$ cat config.mk
export PLATFORM = sky130hd
export DESIGN_NAME = snu_fifo
export DESIGN_NICKNAME = d
export VERILOG_FILES = /design/src/hdl/snu_pkg.sv /design/src/hdl/snu_fifo.sv
export SDC_FILE = /design/constraint.sdc
export NUM_CORES = 1
export LEC_CHECK = 0
export ABC_CLOCK_PERIOD_IN_PS = 2500
export BUFFER_PORTS_ARGS = -buffer_cell sky130_fd_sc_hd__buf_2
export CAP_MARGIN = 20
export CORE_UTILIZATION = 50
export CTS_BUF_LIST = sky130_fd_sc_hd__clkbuf_4 sky130_fd_sc_hd__clkbuf_8
export DETAILED_ROUTE_END_ITERATION = 10
export PLACE_DENSITY = 0.71
export REMOVE_ABC_BUFFERS = 1
export SLEW_MARGIN = 20
export SYNTH_ARGS = -nofsm -noshare
export SYNTH_HDL_FRONTEND = slang
export SYNTH_SLANG_ARGS = --single-unit
export TNS_END_PERCENT = 10
$ cat constraint.sdc
create_clock -name clk -period 2.5 [get_ports clk]
set_input_delay 0.125 -clock clk [delete_from_list [all_inputs] [get_ports clk]]
set_output_delay 0.125 -clock clk [all_outputs]
set_load 0.1 [all_outputs]
$ cat src/hdl/snu_pkg.sv
// Shared types and constants for the split-nibble sample unpacker.
package snu_pkg;

  localparam int BYTE_W      = 8;
  localparam int NIB_W       = 4;
  localparam int WORD_W      = 12;
  localparam int INDEX_W     = 20;
  localparam int CFG_DATA_W  = 32;
  localparam int CFG_INDEX_W = 1;
  localparam int PAYLOAD_W   = 21;
  localparam int QUOT_W      = 21;
  localparam int OUT_DATA_W  = WORD_W + INDEX_W;
  localparam int QUEUE_DEPTH = 4;

  // floor(x / 3) = (x * RECIP_3) >> RECIP_SHIFT for x below 2**24
  localparam int RECIP_W     = 24;
  localparam logic [RECIP_W-1:0] RECIP_3 = 24'd11184811;
  localparam int RECIP_SHIFT = 25;

  typedef enum logic [CFG_INDEX_W-1:0] {
    CFG_SAMPLE_COUNT  = 1'b0,
    CFG_PAYLOAD_BYTES = 1'b1
  } cfg_reg_t;

  typedef struct packed {
    logic                 is_write;
    logic [BYTE_W-1:0]    data;
    logic [NIB_W-1:0]     nib_word;
    logic [NIB_W-1:0]     nib_store;
    logic [INDEX_W-1:0]   word_index;
    logic                 last;
  } entry_t;

endpackage

$ cat src/hdl/snu_fifo.sv
// Short queue between the front end and the back end.
module snu_fifo #(
  parameter int WIDTH = 56
) (
  input  logic             clk,
  input  logic             rst,
  input  logic             push,
  input  logic [WIDTH-1:0] push_data,
  output logic             full,
  input  logic             pop,
  output logic [WIDTH-1:0] pop_data,
  output logic             not_empty
);
  import snu_pkg::*;

  localparam int PTRW = $clog2(QUEUE_DEPTH);
  localparam int CNTW = $clog2(QUEUE_DEPTH + 1);

  logic [WIDTH-1:0] slots [QUEUE_DEPTH];
  logic [PTRW-1:0]  wr_ptr;
  logic [PTRW-1:0]  rd_ptr;
  logic [CNTW-1:0]  count;

  assign full      = count == CNTW'(QUEUE_DEPTH);
  assign not_empty = count != '0;
  assign pop_data  = slots[rd_ptr];

  always_ff @(posedge clk) begin
    if (push) begin
      slots[wr_ptr] <= push_data;
    end
  end

  always_ff @(posedge clk) begin
    if (rst) begin
      wr_ptr <= '0;
      rd_ptr <= '0;
      count  <= '0;
    end else begin
      if (push) begin
        wr_ptr <= wr_ptr + PTRW'(1);
      end
      if (pop) begin
        rd_ptr <= rd_ptr + PTRW'(1);
      end
      unique case ({push, pop})
        2'b10:   count <= count + CNTW'(1);
        2'b01:   count <= count - CNTW'(1);
        default: count <= count;
      endcase
    end
  end

endmodule

* Word-level counts from Yosys, hierarchy flattened
Memories as Yosys holds them, arrays and structs flattened. A register that Yosys moved wholly into a read port is not among the register bits. Cells that the tools add are included. W data, S select, Z words.
Word-level totals: flip-flop bits (word level) 7, bits in writable memories 224, input port bits 60, output and inout port bits 58, logic and storage cells 18, memories kept 1
Memory list:
- slots | depth 4, bits a word 56, read ports 1, clocked after Yosys merged registers in 1, wr ports 1, RTL line snu_fifo.sv:19 | logic [WIDTH-1:0] slots [QUEUE_DEPTH];
Cells by class: add/sub/neg operators 4, equality and inequality tests 3, muxes and demuxes 5, reductions and logical operators 2
Operators by type and width (number):
- $pmux W3 S2 | 1
- $add A2 B1 Y2 const B | 2
- $mux W2 | 2
- $add A3 B1 Y3 const B | 1
- $eq A3 B3 Y1 const B | 1
- $reduce_bool A3 Y1 | 1
- $sub A3 B1 Y3 const B | 1
- $eq A2 B1 Y1 const B | 1
- $eq A2 B2 Y1 const B | 1
- $mux W1 | 2
- $reduce_bool A2 Y1 | 1

* Logic depth before layout (Yosys ltp)
depth after elaboration 3, depth in mapped cells 6, gate-level depth less buffers 6

* Least setup slack after synthesis
No wires, ideal clock.
kind reg2out, from reg count[0], to out full, data arrival time 2.547 ns, data required time 2.375 ns, path slack -0.172 ns, cell stages (with the launch flop) 2, path buffers 0, path through dfxtp_1 nor3b_1
Between the ends: word-level cells in the longest chain between the ends 1
Ends and longest elaborated chain:
- start: declaration | RTL line snu_fifo.sv:22 | logic [CNTW-1:0] count;
- start signal: assignment | RTL line snu_fifo.sv:47 | 2'b10: count <= count + CNTW'(1);
- start signal: assignment | RTL line snu_fifo.sv:48 | 2'b01: count <= count - CNTW'(1);
- start signal: assignment | RTL line snu_fifo.sv:49 | default: count <= count;
- $eq A3 B3 Y1 | RTL line snu_fifo.sv:24 | assign full = count == CNTW'(QUEUE_DEPTH);
- end: declaration | RTL line snu_fifo.sv:9 | output logic full,
No other way between the ends.

==> results.cfg <==
[grt]
grtUsageTotal_pct = 18.4
grt.overflow.total = 0
antenna_found_initial = 0
grt_start_max_net_pins = 49
first_pass_grt_wire_length_um = 24300
grt_pass1_vias = 4573

[detailed_routing]
detail_route.vias_per_cell = 5.20
routed-via-count = 4101
drc = 0
drt_wl_total_um = 15300
drt_first_pass_iters = 4
detail-route-antenna-nets = 0
wl_per_cell_um = 19.4
first_iter_violations = 238

[clocking]
num_cts_buffers = 38
cts_tree = yes
htree_num_levels = 2
cts.repair.resized = 0
holdBufCountCts = 59
post_cts_buffers = 0
clockRootBuffer = clkbuf_8
numClockSinks = 233
cts.clk_slew.worst_paths_ns = 0.06
clkLatencyLatePin_ns = 0.51
clk_path_buf_depth = 3

[placed_design]
gp_routability_congestion = 0.688
placedInstanceArea_sq_mm = 0.00943
numPortBuffers = 117
dp.final_hpwl_um = 8750
post-place-cells = 668

[cells_and_area]
final-instance-count-excl-fill = 789
finish.net_count = 613
final_common_cell = edfxtp_1
layout.cell_area.non_filler_sq_mm = 0.0107
commonest_cells_after_routing_fill_and_taps_aside = edfxtp_1 (224), buf_2 (117), dlygate4sd3_1 (59), mux4_2 (56), clkbuf_8 (39)
layout-drive-gt1-share_pct = 43.1
area_growth_syn_to_layout_pct = 25.3
number_of_antenna_diodes = 0
finish.utilization_pct = 64.3

[setup_path]
critPathLaunchType = flop
worst-path-max-fanout = 20
worst_r2r_startpoint = wr_ptr[1]
reg2reg_to = slots[1][41]
critPathArrivalTime_ns = 2.23
classification_of_the_worst_setup_path = reg -> out
r2r_slack_ns = 0.86
timing.critical_path.to_type = output port
worstRegToRegCells = 4
cp_data_required_time_ns = 2.38

[floorplan]
core-area_sq_mm = 0.0166
dieArea_sq_mm = 0.0176
fp-row-count = 47
ios = 118
start_util_pct = 51.3
die-width_um = 133
die_span_in_y_um = 133

[hold_path]
hold_path_end = slots[3][18]
min-delay-path-class = in -> reg
worst_hold_startpoint = push_data[18]
worst_hold_path.num_cells = 2

[synthesis]
ys_seq_elements = 233
yosysTopAreaCell = edfxtp_1
synthDominantCellAreaShare_pct = 78.7
syn_area_per_cell_sq_um = 25.5
ys_types = 21
post_synth_instance_area_sq_mm = 0.00854
yosysWarnings = 0
ys_top_cells_by_area = edfxtp_1 (79%), mux4_2 (15%), dfxtp_1 (2.1%), buf_12 (0.94%), ha_1 (0.73%)
seq_area_frac_synth_pct = 80.9
post_synth_inst_count = 335

[sta]
max_clock_freq_mhz = 425
final-hold-violation-count = 0
max_slew_margin_pct = 65.2
min_period_ns = 2.36
timing.final.setup_violations = 0
report.final.slew_viol_count = 0
grt_setup_unrepaired = no
clock-skew-final_ns = 0.0139
min_period_over_period_pct = 94.2
worstMarginPinSlew_ns = 0.526

[power_and_ir_drop]
p_leak_uw = 0.00371
power.density_cell_area_mw_per_mm2 = 881
totalPowerFinal_uw = 9430
ir_drop_uv = 616

[status]
outcome = finished, final reports clean

[job]
max_cap_viol_count = 0
[synthesized netlist by cell type, drive strengths merged]
cell type  number
edfxtp        224
mux4           56
buf            11
dfxtp           9
nor2            7
ha              5
and2            4
inv             3
xnor2           3
clkbuf          2
mux2i           2
or3             2
xor2            2
a21oi           1
fa              1
nand2           1
nor3b           1
o21ai           1
[cell type report]
| class | count | area [sq um] |
|---|---|---|
| well taps | 220 | 275 |
| fillers | 1116 | 5940 |
| multi-input cells | 86 | 1500 |
| repair buffers | 185 | 1320 |
| clock inverters | 8 | 36.3 |
| inverters | 3 | 11.3 |
| clock buffers | 54 | 649 |
| flip-flops and latches | 233 | 6910 |
[stage by stage]
stage               setup slack (ns)  setup TNS [ns]  hold WS [ns]
global route                  0.0419               0         0.351
floorplan                     -0.961          -54.00         0.194
global placement               0.656               0         0.335
finish                         0.145               0         0.361
CTS                           0.0843               0         0.329
detailed placement             0.629               0         0.342
[worst max-delay path, cell delays in order, from the launching register on]
cell and delay [ns]:
dfxtp_4 0.57, buf_12 0.25, mux4_2 0.55, buf_2 0.31
[metal layers]
| layer | track usage (%) | wire length (um) |
|---|---|---|
| met1 | 24.3 | 6760 |
| met2 | 29.9 | 7440 |
| met3 | 4.33 | 797 |
| met4 | 7.22 | 288 |
| met5 | 0 | 0 |
[power breakdown]
group          total [uW]  switching, uW  internal [uW]
Clock                2980           1330           1650
Sequential           4550           69.8           4480
Combinational        1890           1440            453
Total                9430           2840           6590
[cell families after synthesis]
family                   share of synthesized area [%]
buffers and inverters                             1.67
AND/OR/NAND/NOR                                  0.879
XOR/XNOR                                         0.513
multiplexers                                      15.0
flip-flops                                        80.9
adder cells (fa/ha/maj)                          0.967
AO/OA/AOI/OAI                                    0.117
[how the worst max path moves through the flow]
stage | end | slack, ns | cells past startpoint
2_1_floorplan | pop_data[0] | -0.96 | 1
3_3_place_gp | pop_data[33] | 0.66 | 3
3_5_place_dp | pop_data[33] | 0.63 | 3
4_1_cts | pop_data[33] | 0.08 | 3
5_1_grt | pop_data[33] | 0.04 | 3
6_report | pop_data[48] | 0.14 | 3
[registers in the layout (all words and copies together) (netlist names), named ones only]
| name | flops |
|---|---|
| rd_ptr | 2 |
| slots | 224 |
| wr_ptr | 2 |
| count | 3 |
Note: power is estimated with default switching activity, not from simulation.
