--- config.mk ---
export PLATFORM = sky130hd
export DESIGN_NAME = snu_front
export DESIGN_NICKNAME = d
export VERILOG_FILES = /design/src/hdl/snu_pkg.sv /design/src/hdl/snu_front.sv
export SDC_FILE = /design/constraint.sdc
export NUM_CORES = 1
export LEC_CHECK = 0
export ABC_CLOCK_PERIOD_IN_PS = 10250
export BUFFER_PORTS_ARGS = -buffer_cell sky130_fd_sc_hd__buf_2
export CAP_MARGIN = 20
export CORE_MARGIN = 2
export CORE_UTILIZATION = 30
export DETAILED_ROUTE_END_ITERATION = 10
export GPL_ROUTABILITY_DRIVEN = 0
export SLEW_MARGIN = 20
export SYNTH_ARGS = -nofsm -noshare
export SYNTH_HDL_FRONTEND = slang
export SYNTH_SLANG_ARGS = --single-unit
--- constraint.sdc ---
create_clock -name clk -period 10.25 [get_ports clk]
set_input_delay 0.5125 -clock clk [delete_from_list [all_inputs] [get_ports clk]]
set_output_delay 0.5125 -clock clk [all_outputs]
set_load 0.02 [all_outputs]
--- src/hdl/snu_pkg.sv ---
// Shared types and constants for the split-nibble sample unpacker.
package snu_pkg;

  localparam int BYTE_W      = 8;
  localparam int NIB_W       = 4;
  localparam int WORD_W      = 12;
  localparam int INDEX_W     = 20;
  localparam int CFG_DATA_W  = 32;
  localparam int CFG_INDEX_W = 1;
  localparam int PAYLOAD_W   = 21;
  localparam int QUOT_W      = 21;
  localparam int OUT_DATA_W  = WORD_W + INDEX_W;
  localparam int QUEUE_DEPTH = 4;

  // floor(x / 3) = (x * RECIP_3) >> RECIP_SHIFT for x below 2**24
  localparam int RECIP_W     = 24;
  localparam logic [RECIP_W-1:0] RECIP_3 = 24'd11184811;
  localparam int RECIP_SHIFT = 25;

  typedef enum logic [CFG_INDEX_W-1:0] {
    CFG_SAMPLE_COUNT  = 1'b0,
    CFG_PAYLOAD_BYTES = 1'b1
  } cfg_reg_t;

  typedef struct packed {
    logic                 is_write;
    logic [BYTE_W-1:0]    data;
    logic [NIB_W-1:0]     nib_word;
    logic [NIB_W-1:0]     nib_store;
    logic [INDEX_W-1:0]   word_index;
    logic                 last;
  } entry_t;

endpackage

--- src/hdl/snu_front.sv ---
// Front end: configuration registers, byte counting and classification of each byte.
module snu_front #(
  parameter int MAX_HALF_WORDS = 524288,
  parameter int AW = 19,
  parameter int HW = 20,
  parameter int PW = 21
) (
  input  logic                                clk,
  input  logic                                rst,
  input  logic                                s_tvalid,
  output logic                                s_tready,
  input  logic [snu_pkg::BYTE_W-1:0]          s_tdata,
  input  logic                                s_tuser,
  input  logic                                cfg_we,
  input  logic [snu_pkg::CFG_INDEX_W-1:0]     cfg_index,
  input  logic [snu_pkg::CFG_DATA_W-1:0]      cfg_data,
  input  logic                                q_full,
  output logic                                q_push,
  output snu_pkg::entry_t                     q_entry,
  output logic [AW-1:0]                       q_addr
);
  import snu_pkg::*;

  localparam int IXW = (PW > INDEX_W) ? PW : INDEX_W;
  localparam int CLW = QUOT_W + 2;
  localparam logic [CLW-1:0] LIMIT = CLW'(2 * MAX_HALF_WORDS);
  localparam int PRODW = PAYLOAD_W + 1 + RECIP_W;

  logic [CFG_DATA_W-1:0] sample_count;
  logic [QUOT_W-1:0]     from_payload;
  logic [PW-1:0]         pos;
  logic [PW-1:0]         pos_next;
  logic [BYTE_W-1:0]     held;
  logic [HW-1:0]         half;
  logic [PW-1:0]         three_half;

  logic [PRODW-1:0]      prod;
  logic [QUOT_W-1:0]     cnt_min;
  logic [QUOT_W-1:0]     cnt_even;
  logic [HW-1:0]         half_new;
  logic [PW-1:0]         three_new;
  logic [HW-1:0]         cur_half;
  logic [PW-1:0]         cur_three;
  logic [PW-1:0]         cur_two;
  logic [PW-1:0]         p;
  logic [PW-1:0]         ri;
  logic [IXW-1:0]        widx;
  logic                  accept;
  logic                  active;
  logic                  first_part;

  assign s_tready = !q_full;
  assign accept   = s_tvalid && s_tready;

  // 2*payload/3 taken at the time of the write
  assign prod = PRODW'({cfg_data[PAYLOAD_W-1:0], 1'b0}) * PRODW'(RECIP_3);

  always_ff @(posedge clk) begin
    if (rst) begin
      sample_count <= '0;
      from_payload <= '0;
    end else if (cfg_we) begin
      unique case (cfg_reg_t'(cfg_index))
        CFG_SAMPLE_COUNT:  sample_count <= cfg_data;
        CFG_PAYLOAD_BYTES: from_payload <= prod[RECIP_SHIFT +: QUOT_W];
        default: ;
      endcase
    end
  end

  always_comb begin
    cnt_min = (sample_count < CFG_DATA_W'(from_payload))
              ? sample_count[QUOT_W-1:0] : from_payload;
    cnt_even = {cnt_min[QUOT_W-1:1], 1'b0};
    if (CLW'(cnt_even) > LIMIT) begin
      half_new = HW'(MAX_HALF_WORDS);
    end else begin
      half_new = HW'(cnt_even >> 1);
    end
    three_new = PW'(half_new) + PW'({half_new, 1'b0});

    cur_half  = s_tuser ? half_new : half;
    cur_three = s_tuser ? three_new : three_half;
    cur_two   = PW'({cur_half, 1'b0});
    p         = s_tuser ? '0 : pos;
    active    = p < cur_three;
    first_part = p < cur_two;
    ri        = p - cur_two;

    pos_next = active ? p + PW'(1) : p;

    q_push  = accept && active && (!first_part || p[0]);
    q_entry.data      = s_tdata;
    q_entry.nib_word  = held[BYTE_W-1 -: NIB_W];
    q_entry.nib_store = held[NIB_W-1:0];
    if (first_part) begin
      widx               = IXW'(p >> 1);
      q_entry.is_write   = 1'b1;
      q_entry.last       = 1'b0;
      q_addr             = AW'(p >> 1);
    end else begin
      widx               = IXW'(cur_half) + IXW'(ri);
      q_entry.is_write   = 1'b0;
      q_entry.last       = (ri + PW'(1)) == PW'(cur_half);
      q_addr             = AW'(ri);
    end
    q_entry.word_index = widx[INDEX_W-1:0];
  end

  always_ff @(posedge clk) begin
    if (rst) begin
      pos        <= '0;
      held       <= '0;
      half       <= '0;
      three_half <= '0;
    end else if (accept) begin
      pos <= pos_next;
      if (s_tuser) begin
        half       <= half_new;
        three_half <= three_new;
      end
      if (active && first_part && !p[0]) begin
        held <= s_tdata;
      end
    end
  end

endmodule

### Word level (Yosys, flattened, before mapping)

Cells that the tools add are included.

* flip-flop bits (word level): 123
* bits in latches: 0
* RAM bits: 0
* ROM bits: 0
* input bits: 47
* logic and storage cells: 40
* memories kept: 0

* add/subtract/negate cells: 5
* $mul: 1
* divide/modulo/power cells: 0
* $lt $le $gt $ge: 4
* equality and inequality tests: 1
* shift operators: 0
* mux-type cells: 10
* bitwise operators: 1
* reductions and logical operators: 12

Operator list (count)
* $mux W21: 4
* $mux W20: 3
* $mul A21 B24 Y45 const B: 1
* $add A21 B1 Y21 const B: 2
* $lt A21 B21 Y1: 2
* $lt A32 B21 Y1: 1
* $add A20 B21 Y21: 1
* $eq A21 B20 Y1: 1
* $gt A21 B21 Y1 const B: 1
* $sub A21 B21 Y21: 1
* $add A20 B20 Y20: 1
* $mux W19: 1
* $reduce_and A2 Y1: 3
* $logic_and A1 B1 Y1: 5
* $logic_not A1 Y1: 3
* $mux W1: 2
* $logic_or A1 B1 Y1: 1
* $not A1 Y1: 1

### Longest topological paths before layout

* word-level depth: 10
* mapped depth: 35

### Least setup slack after synthesis

Ideal clock, no wire load.

* kind: register -> output
* start point: reg from_payload[20]
* end point: out q_push
* data arrival time: 7337 ps
* required time: 9738 ps
* path slack: 2400 ps
* stages on the path, launching flop included: 33
* path through: dfxtp_1 clkbuf_1 inv_1 ha_1 nand3_1 nor2_1 nor4_2 a221oi_2 nand2_2 buf_4 clkbuf_1 nor2_1 fa_1 a21o_1 a21oi_1 o21bai_1 a21o_1 a21oi_1 o21ai_0 o41ai_1 o21ai_0 xor2_1 mux2i_1 ha_1 a21o_1 a21oi_1 nor2b_1 o21ai_0 nand2_1 o22a_1 nor4_2 clkbuf_1 a21boi_0

* word-level cells in the longest chain between the ends: 9
* elaborated cells on any way between the ends: 13
* classes of those cells: add/sub: 1; order compare: 4; mux: 4; reduce/logical: 4

Ends and longest elaborated chain
* start: declaration: line snu_front.sv:30 `logic [QUOT_W-1:0] from_payload;`
* start signal: assignment: line snu_front.sv:65 `CFG_PAYLOAD_BYTES: from_payload <= prod[RECIP_SHIFT +: QUOT_W];`
* $lt A32 B21 Y1: line snu_front.sv:72 `cnt_min = (sample_count < CFG_DATA_W'(from_payload))`
* $mux W21 *: line snu_front.sv:73 `? sample_count[QUOT_W-1:0] : from_payload;`
* $gt A21 B21 Y1: line snu_front.sv:75 `if (CLW'(cnt_even) > LIMIT) begin`
* $mux W20 *: line snu_front.sv:75
* $add A20 B21 Y21 / $mux W20 (equally long branches)
* $mux W21 / $lt A21 B21 Y1 (equally long branches)
* $lt A21 B21 Y1 / $logic_not A1 Y1 (equally long branches): line snu_front.sv:86, snu_front.sv:92
* $logic_and A1 B1 Y1 / $logic_or A1 B1 Y1 (equally long branches): line snu_front.sv:92 `q_push = accept && active && (!first_part || p[0]);`
* $logic_and A1 B1 Y1 *: line snu_front.sv:92
* end: declaration: line snu_front.sv:18 `output logic q_push,`

Mark *: on every way between the ends. The rest lies on a longest branch, timed or not.

### Final worst setup path

* start point: reg from_payload[10]
* end point: out q_push

The elaborated chain is that of the path after synthesis.

==> run metrics <==
Min Hold Slack 0.310 ns; startpoint types register; Worst Skew 0.0110 ns; Syn-to-layout area delta 11.1%; Sw Share 51.7%; Post-DRT Antenna Nets 0; # IOs 106; via/cell ratio 5.20; Synth Net Count 2591; P per Cell Area 333 nW/um^2; Leakage 9.38 nW; # resized after CTS 0; Post-CTS Hold Buffers 0; reg-to-reg slack, setup 1.72 ns; maximum vdd drop 0.642 mV; Yosys reg bits 123; Worst Tran Pin Value 0.949 ns; pre-CTS WS 1.76 ns; RSZ-0062 raised after global routing false; switching power 3.34 mW; fraction of registers with async set/reset 0%; fill cell count 6141; CTS root buf clkbuf_16; CP top delay family compound AO/OA/AOI/OAI gates; Seq/Total Area, Yosys 14.1%; post-place instance area 18800 um^2; Distinct cells, synth 88; WHS Path Cells 3; CP Capture Type output port; initial antenna violation count 3; # setup viols final 0; Relative slew margins 36.7%; outcome completed; clock network fraction of total power 10.5%; clock sink count 123; initial drt markers 1066; worst path required time 9.74 ns; dpl hpwl 41200 um; H-tree levels 4; Routed wire per std cell 16.8 um; setup ws final 1.12 ns; Clk Latency, worst-skew pair 0.44 ns; vias in the first global route 15.4k; Starting Density 30.3%; die area 60300 um^2; synthesized area 17500 um^2; Std-Cell Rows 88; Period Utilization, post-route 89.1%; final hold viol count 0; setup bufs post-CTS 0; Worst Reg2Reg Path Length in Cells 31; hold crit path type in -> reg; CTS max path bufs 2; Num CTS Buffers 17; WP depth 31; net total in the final layout 2655; Main synth FF type dfxtp_1; Gate Count Post-Synth 2143; CP bufs+invs 3; placed cells 2953; DRC errors left 0; GRT Util Overall 16.7%; EDFF count, synth 0; sequential power share 8.7%; minimum clock period 9.13 ns; core area 57700 um^2; Die Height 246 um; global-route wire length before repair 81400 um; DIE WIDTH 246 um; share of cells above drive strength 1 8.83%; port buffer count 105; largest stage delay on the critical path 0.63 ns; TritonCTS clock tree yes; largest net degree at the start of global routing 71; Max Slew Vio Count 0; GRT overflow 0; Hold Path Sink sample_count[23]$_SDFFE_PP0P_; antenna cell count 0; Arr. time, crit path 8.62 ns; Internal 3.13 mW; r2r startpoint from_payload[10]$_SDFFE_PP0P_; combinational group share of total power 80.8%; max cap viols 0; kind of critical path reg -> out; Ys Warns 0; Crit-path slowest cell o41ai_1; setup_tns 0 ns; Crit Path Max Fanout 20; hold path start cfg_data[23]; WL final 50000 um; Pre-antenna DRT Iters 6; Synth Area per Inst 8.17 um^2; reg2reg end held[5]$_SDFFE_PP0P_; Final Non-Filler Cells 2985; vias post-DR 15.5k; Clk pin slew, worst setup/hold paths 0.06 ns; fmax 110 MHz; final instance area 19400 um^2
## worst max-delay path by stage
stage	from	end	slack, ns
5_1_grt	from_payload[2]$_SDFFE_PP0P_	q_push	0.66
3_3_place_gp	from_payload[20]$_SDFFE_PP0P_	q_push	2.01
4_1_cts	from_payload[2]$_SDFFE_PP0P_	q_push	1.26
3_5_place_dp	from_payload[2]$_SDFFE_PP0P_	q_push	1.76
2_1_floorplan	from_payload[20]$_SDFFE_PP0P_	q_push	2.40
6_report	from_payload[10]$_SDFFE_PP0P_	q_push	1.12
## cells in the mapped netlist (all sizes together), types with 41 or more instances
library cell,count,area [um^2]
ha,271,3390
nor2,119,454
mux2i,41,410
o21ai,76,384
nand3,41,218
nand2,270,1020
xnor2,75,657
fa,130,2600
inv,270,1010
clkbuf,53,200
dfxtp,123,2460
a21oi,158,802
## power groups by stage
stage / registers (mW) / logic (mW) / clock network, mW
2_1_floorplan: 0.561 / 3.93 / 0
3_3_place_gp: 0.569 / 5.08 / 0
3_5_place_dp: 0.572 / 5.15 / 0
4_1_cts: 0.561 / 5.24 / 0.698
5_1_grt: 0.568 / 5.96 / 0.714
6_report: 0.563 / 5.23 / 0.679
## cells by family after synthesis
kind of cell | share of synthesized area (%)
and+or+nand+nor | 18.4
muxes | 2.86
AOI/OAI and AO/OA | 17.7
adders and majority gates | 34.3
buffers and inverters | 7.67
DFF | 14.1
xor gates and xnor gates | 5.08
## flip-flops by register name, indices dropped and copies added (netlist names)
register      count
three_half       21
sample_count     32
pos              21
held              8
from_payload     21
half             20
## worst reg2reg max path, delay by kind of cell (launching register included)
kind                     cells  cell delay [ns]
AND/OR/NAND/NOR              8             1.73
adder cells (fa/ha/maj)      3             1.01
XOR/XNOR                     1             0.15
flip-flops                   1             0.41
multiplexers                 2             0.37
buffers and inverters        1             0.07
AO/OA/AOI/OAI               16             4.65
## through the flow
stage | power [mW] | utilization (%)
after CTS | 6.50 | 33.7
after global placement | 5.65 | 32.5
after detailed placement | 5.73 | 32.5
final | 6.47 | 33.7
after floorplan | 4.49 | -
after global routing | 7.25 | 33.7
## per-layer routing
layer / vias to the layer above / GRT usage [%] / share of wire [%]
met5: - / 0 / 0.076
met4: 6 / 4.99 / 2.2
met3: 81 / 2.00 / 4.9
met2: 432 / 28.8 / 48
met1: 7421 / 21.8 / 45
li1: 7579 / - / -
## cells in the final DEF (no fill, tap or decap), drive strengths merged, types with 9 or more instances in the layout
master / netlist / layout
or3: 12 / 12
clkbuf: 53 / 21
and2: 14 / 14
o2111ai: 9 / 9
a21oi: 158 / 158
xor2: 23 / 23
dfxtp: 123 / 123
nor3: 39 / 39
and4: 12 / 12
mux2i: 41 / 41
o21ai: 76 / 76
nand4: 28 / 28
a31oi: 18 / 18
inv: 270 / 271
nor4: 25 / 25
buf: 22 / 120
nor2: 119 / 119
xnor2: 75 / 75
ha: 271 / 271
o211ai: 10 / 10
a21o: 39 / 39
o21a: 25 / 25
o31ai: 16 / 16
fa: 130 / 130
a22o: 11 / 11
nand2: 270 / 270
and3: 23 / 23
nand3: 41 / 41
a22oi: 10 / 10
a211oi: 16 / 16
nor2b: 39 / 39
nand2b: 15 / 15
## final cells by class
cell class              instances  area [um^2]  area share (%)
multi-input cells            1675        13700            70.5
flip-flops and latches        123         2460            12.7
clock inverters                11          189           0.972
inverters                     270         1010            5.21
clock buffers                  21          470            2.42
repair buffers                120          641            3.30
well taps                     765          957            4.92
(Power assumes the default switching activity.)
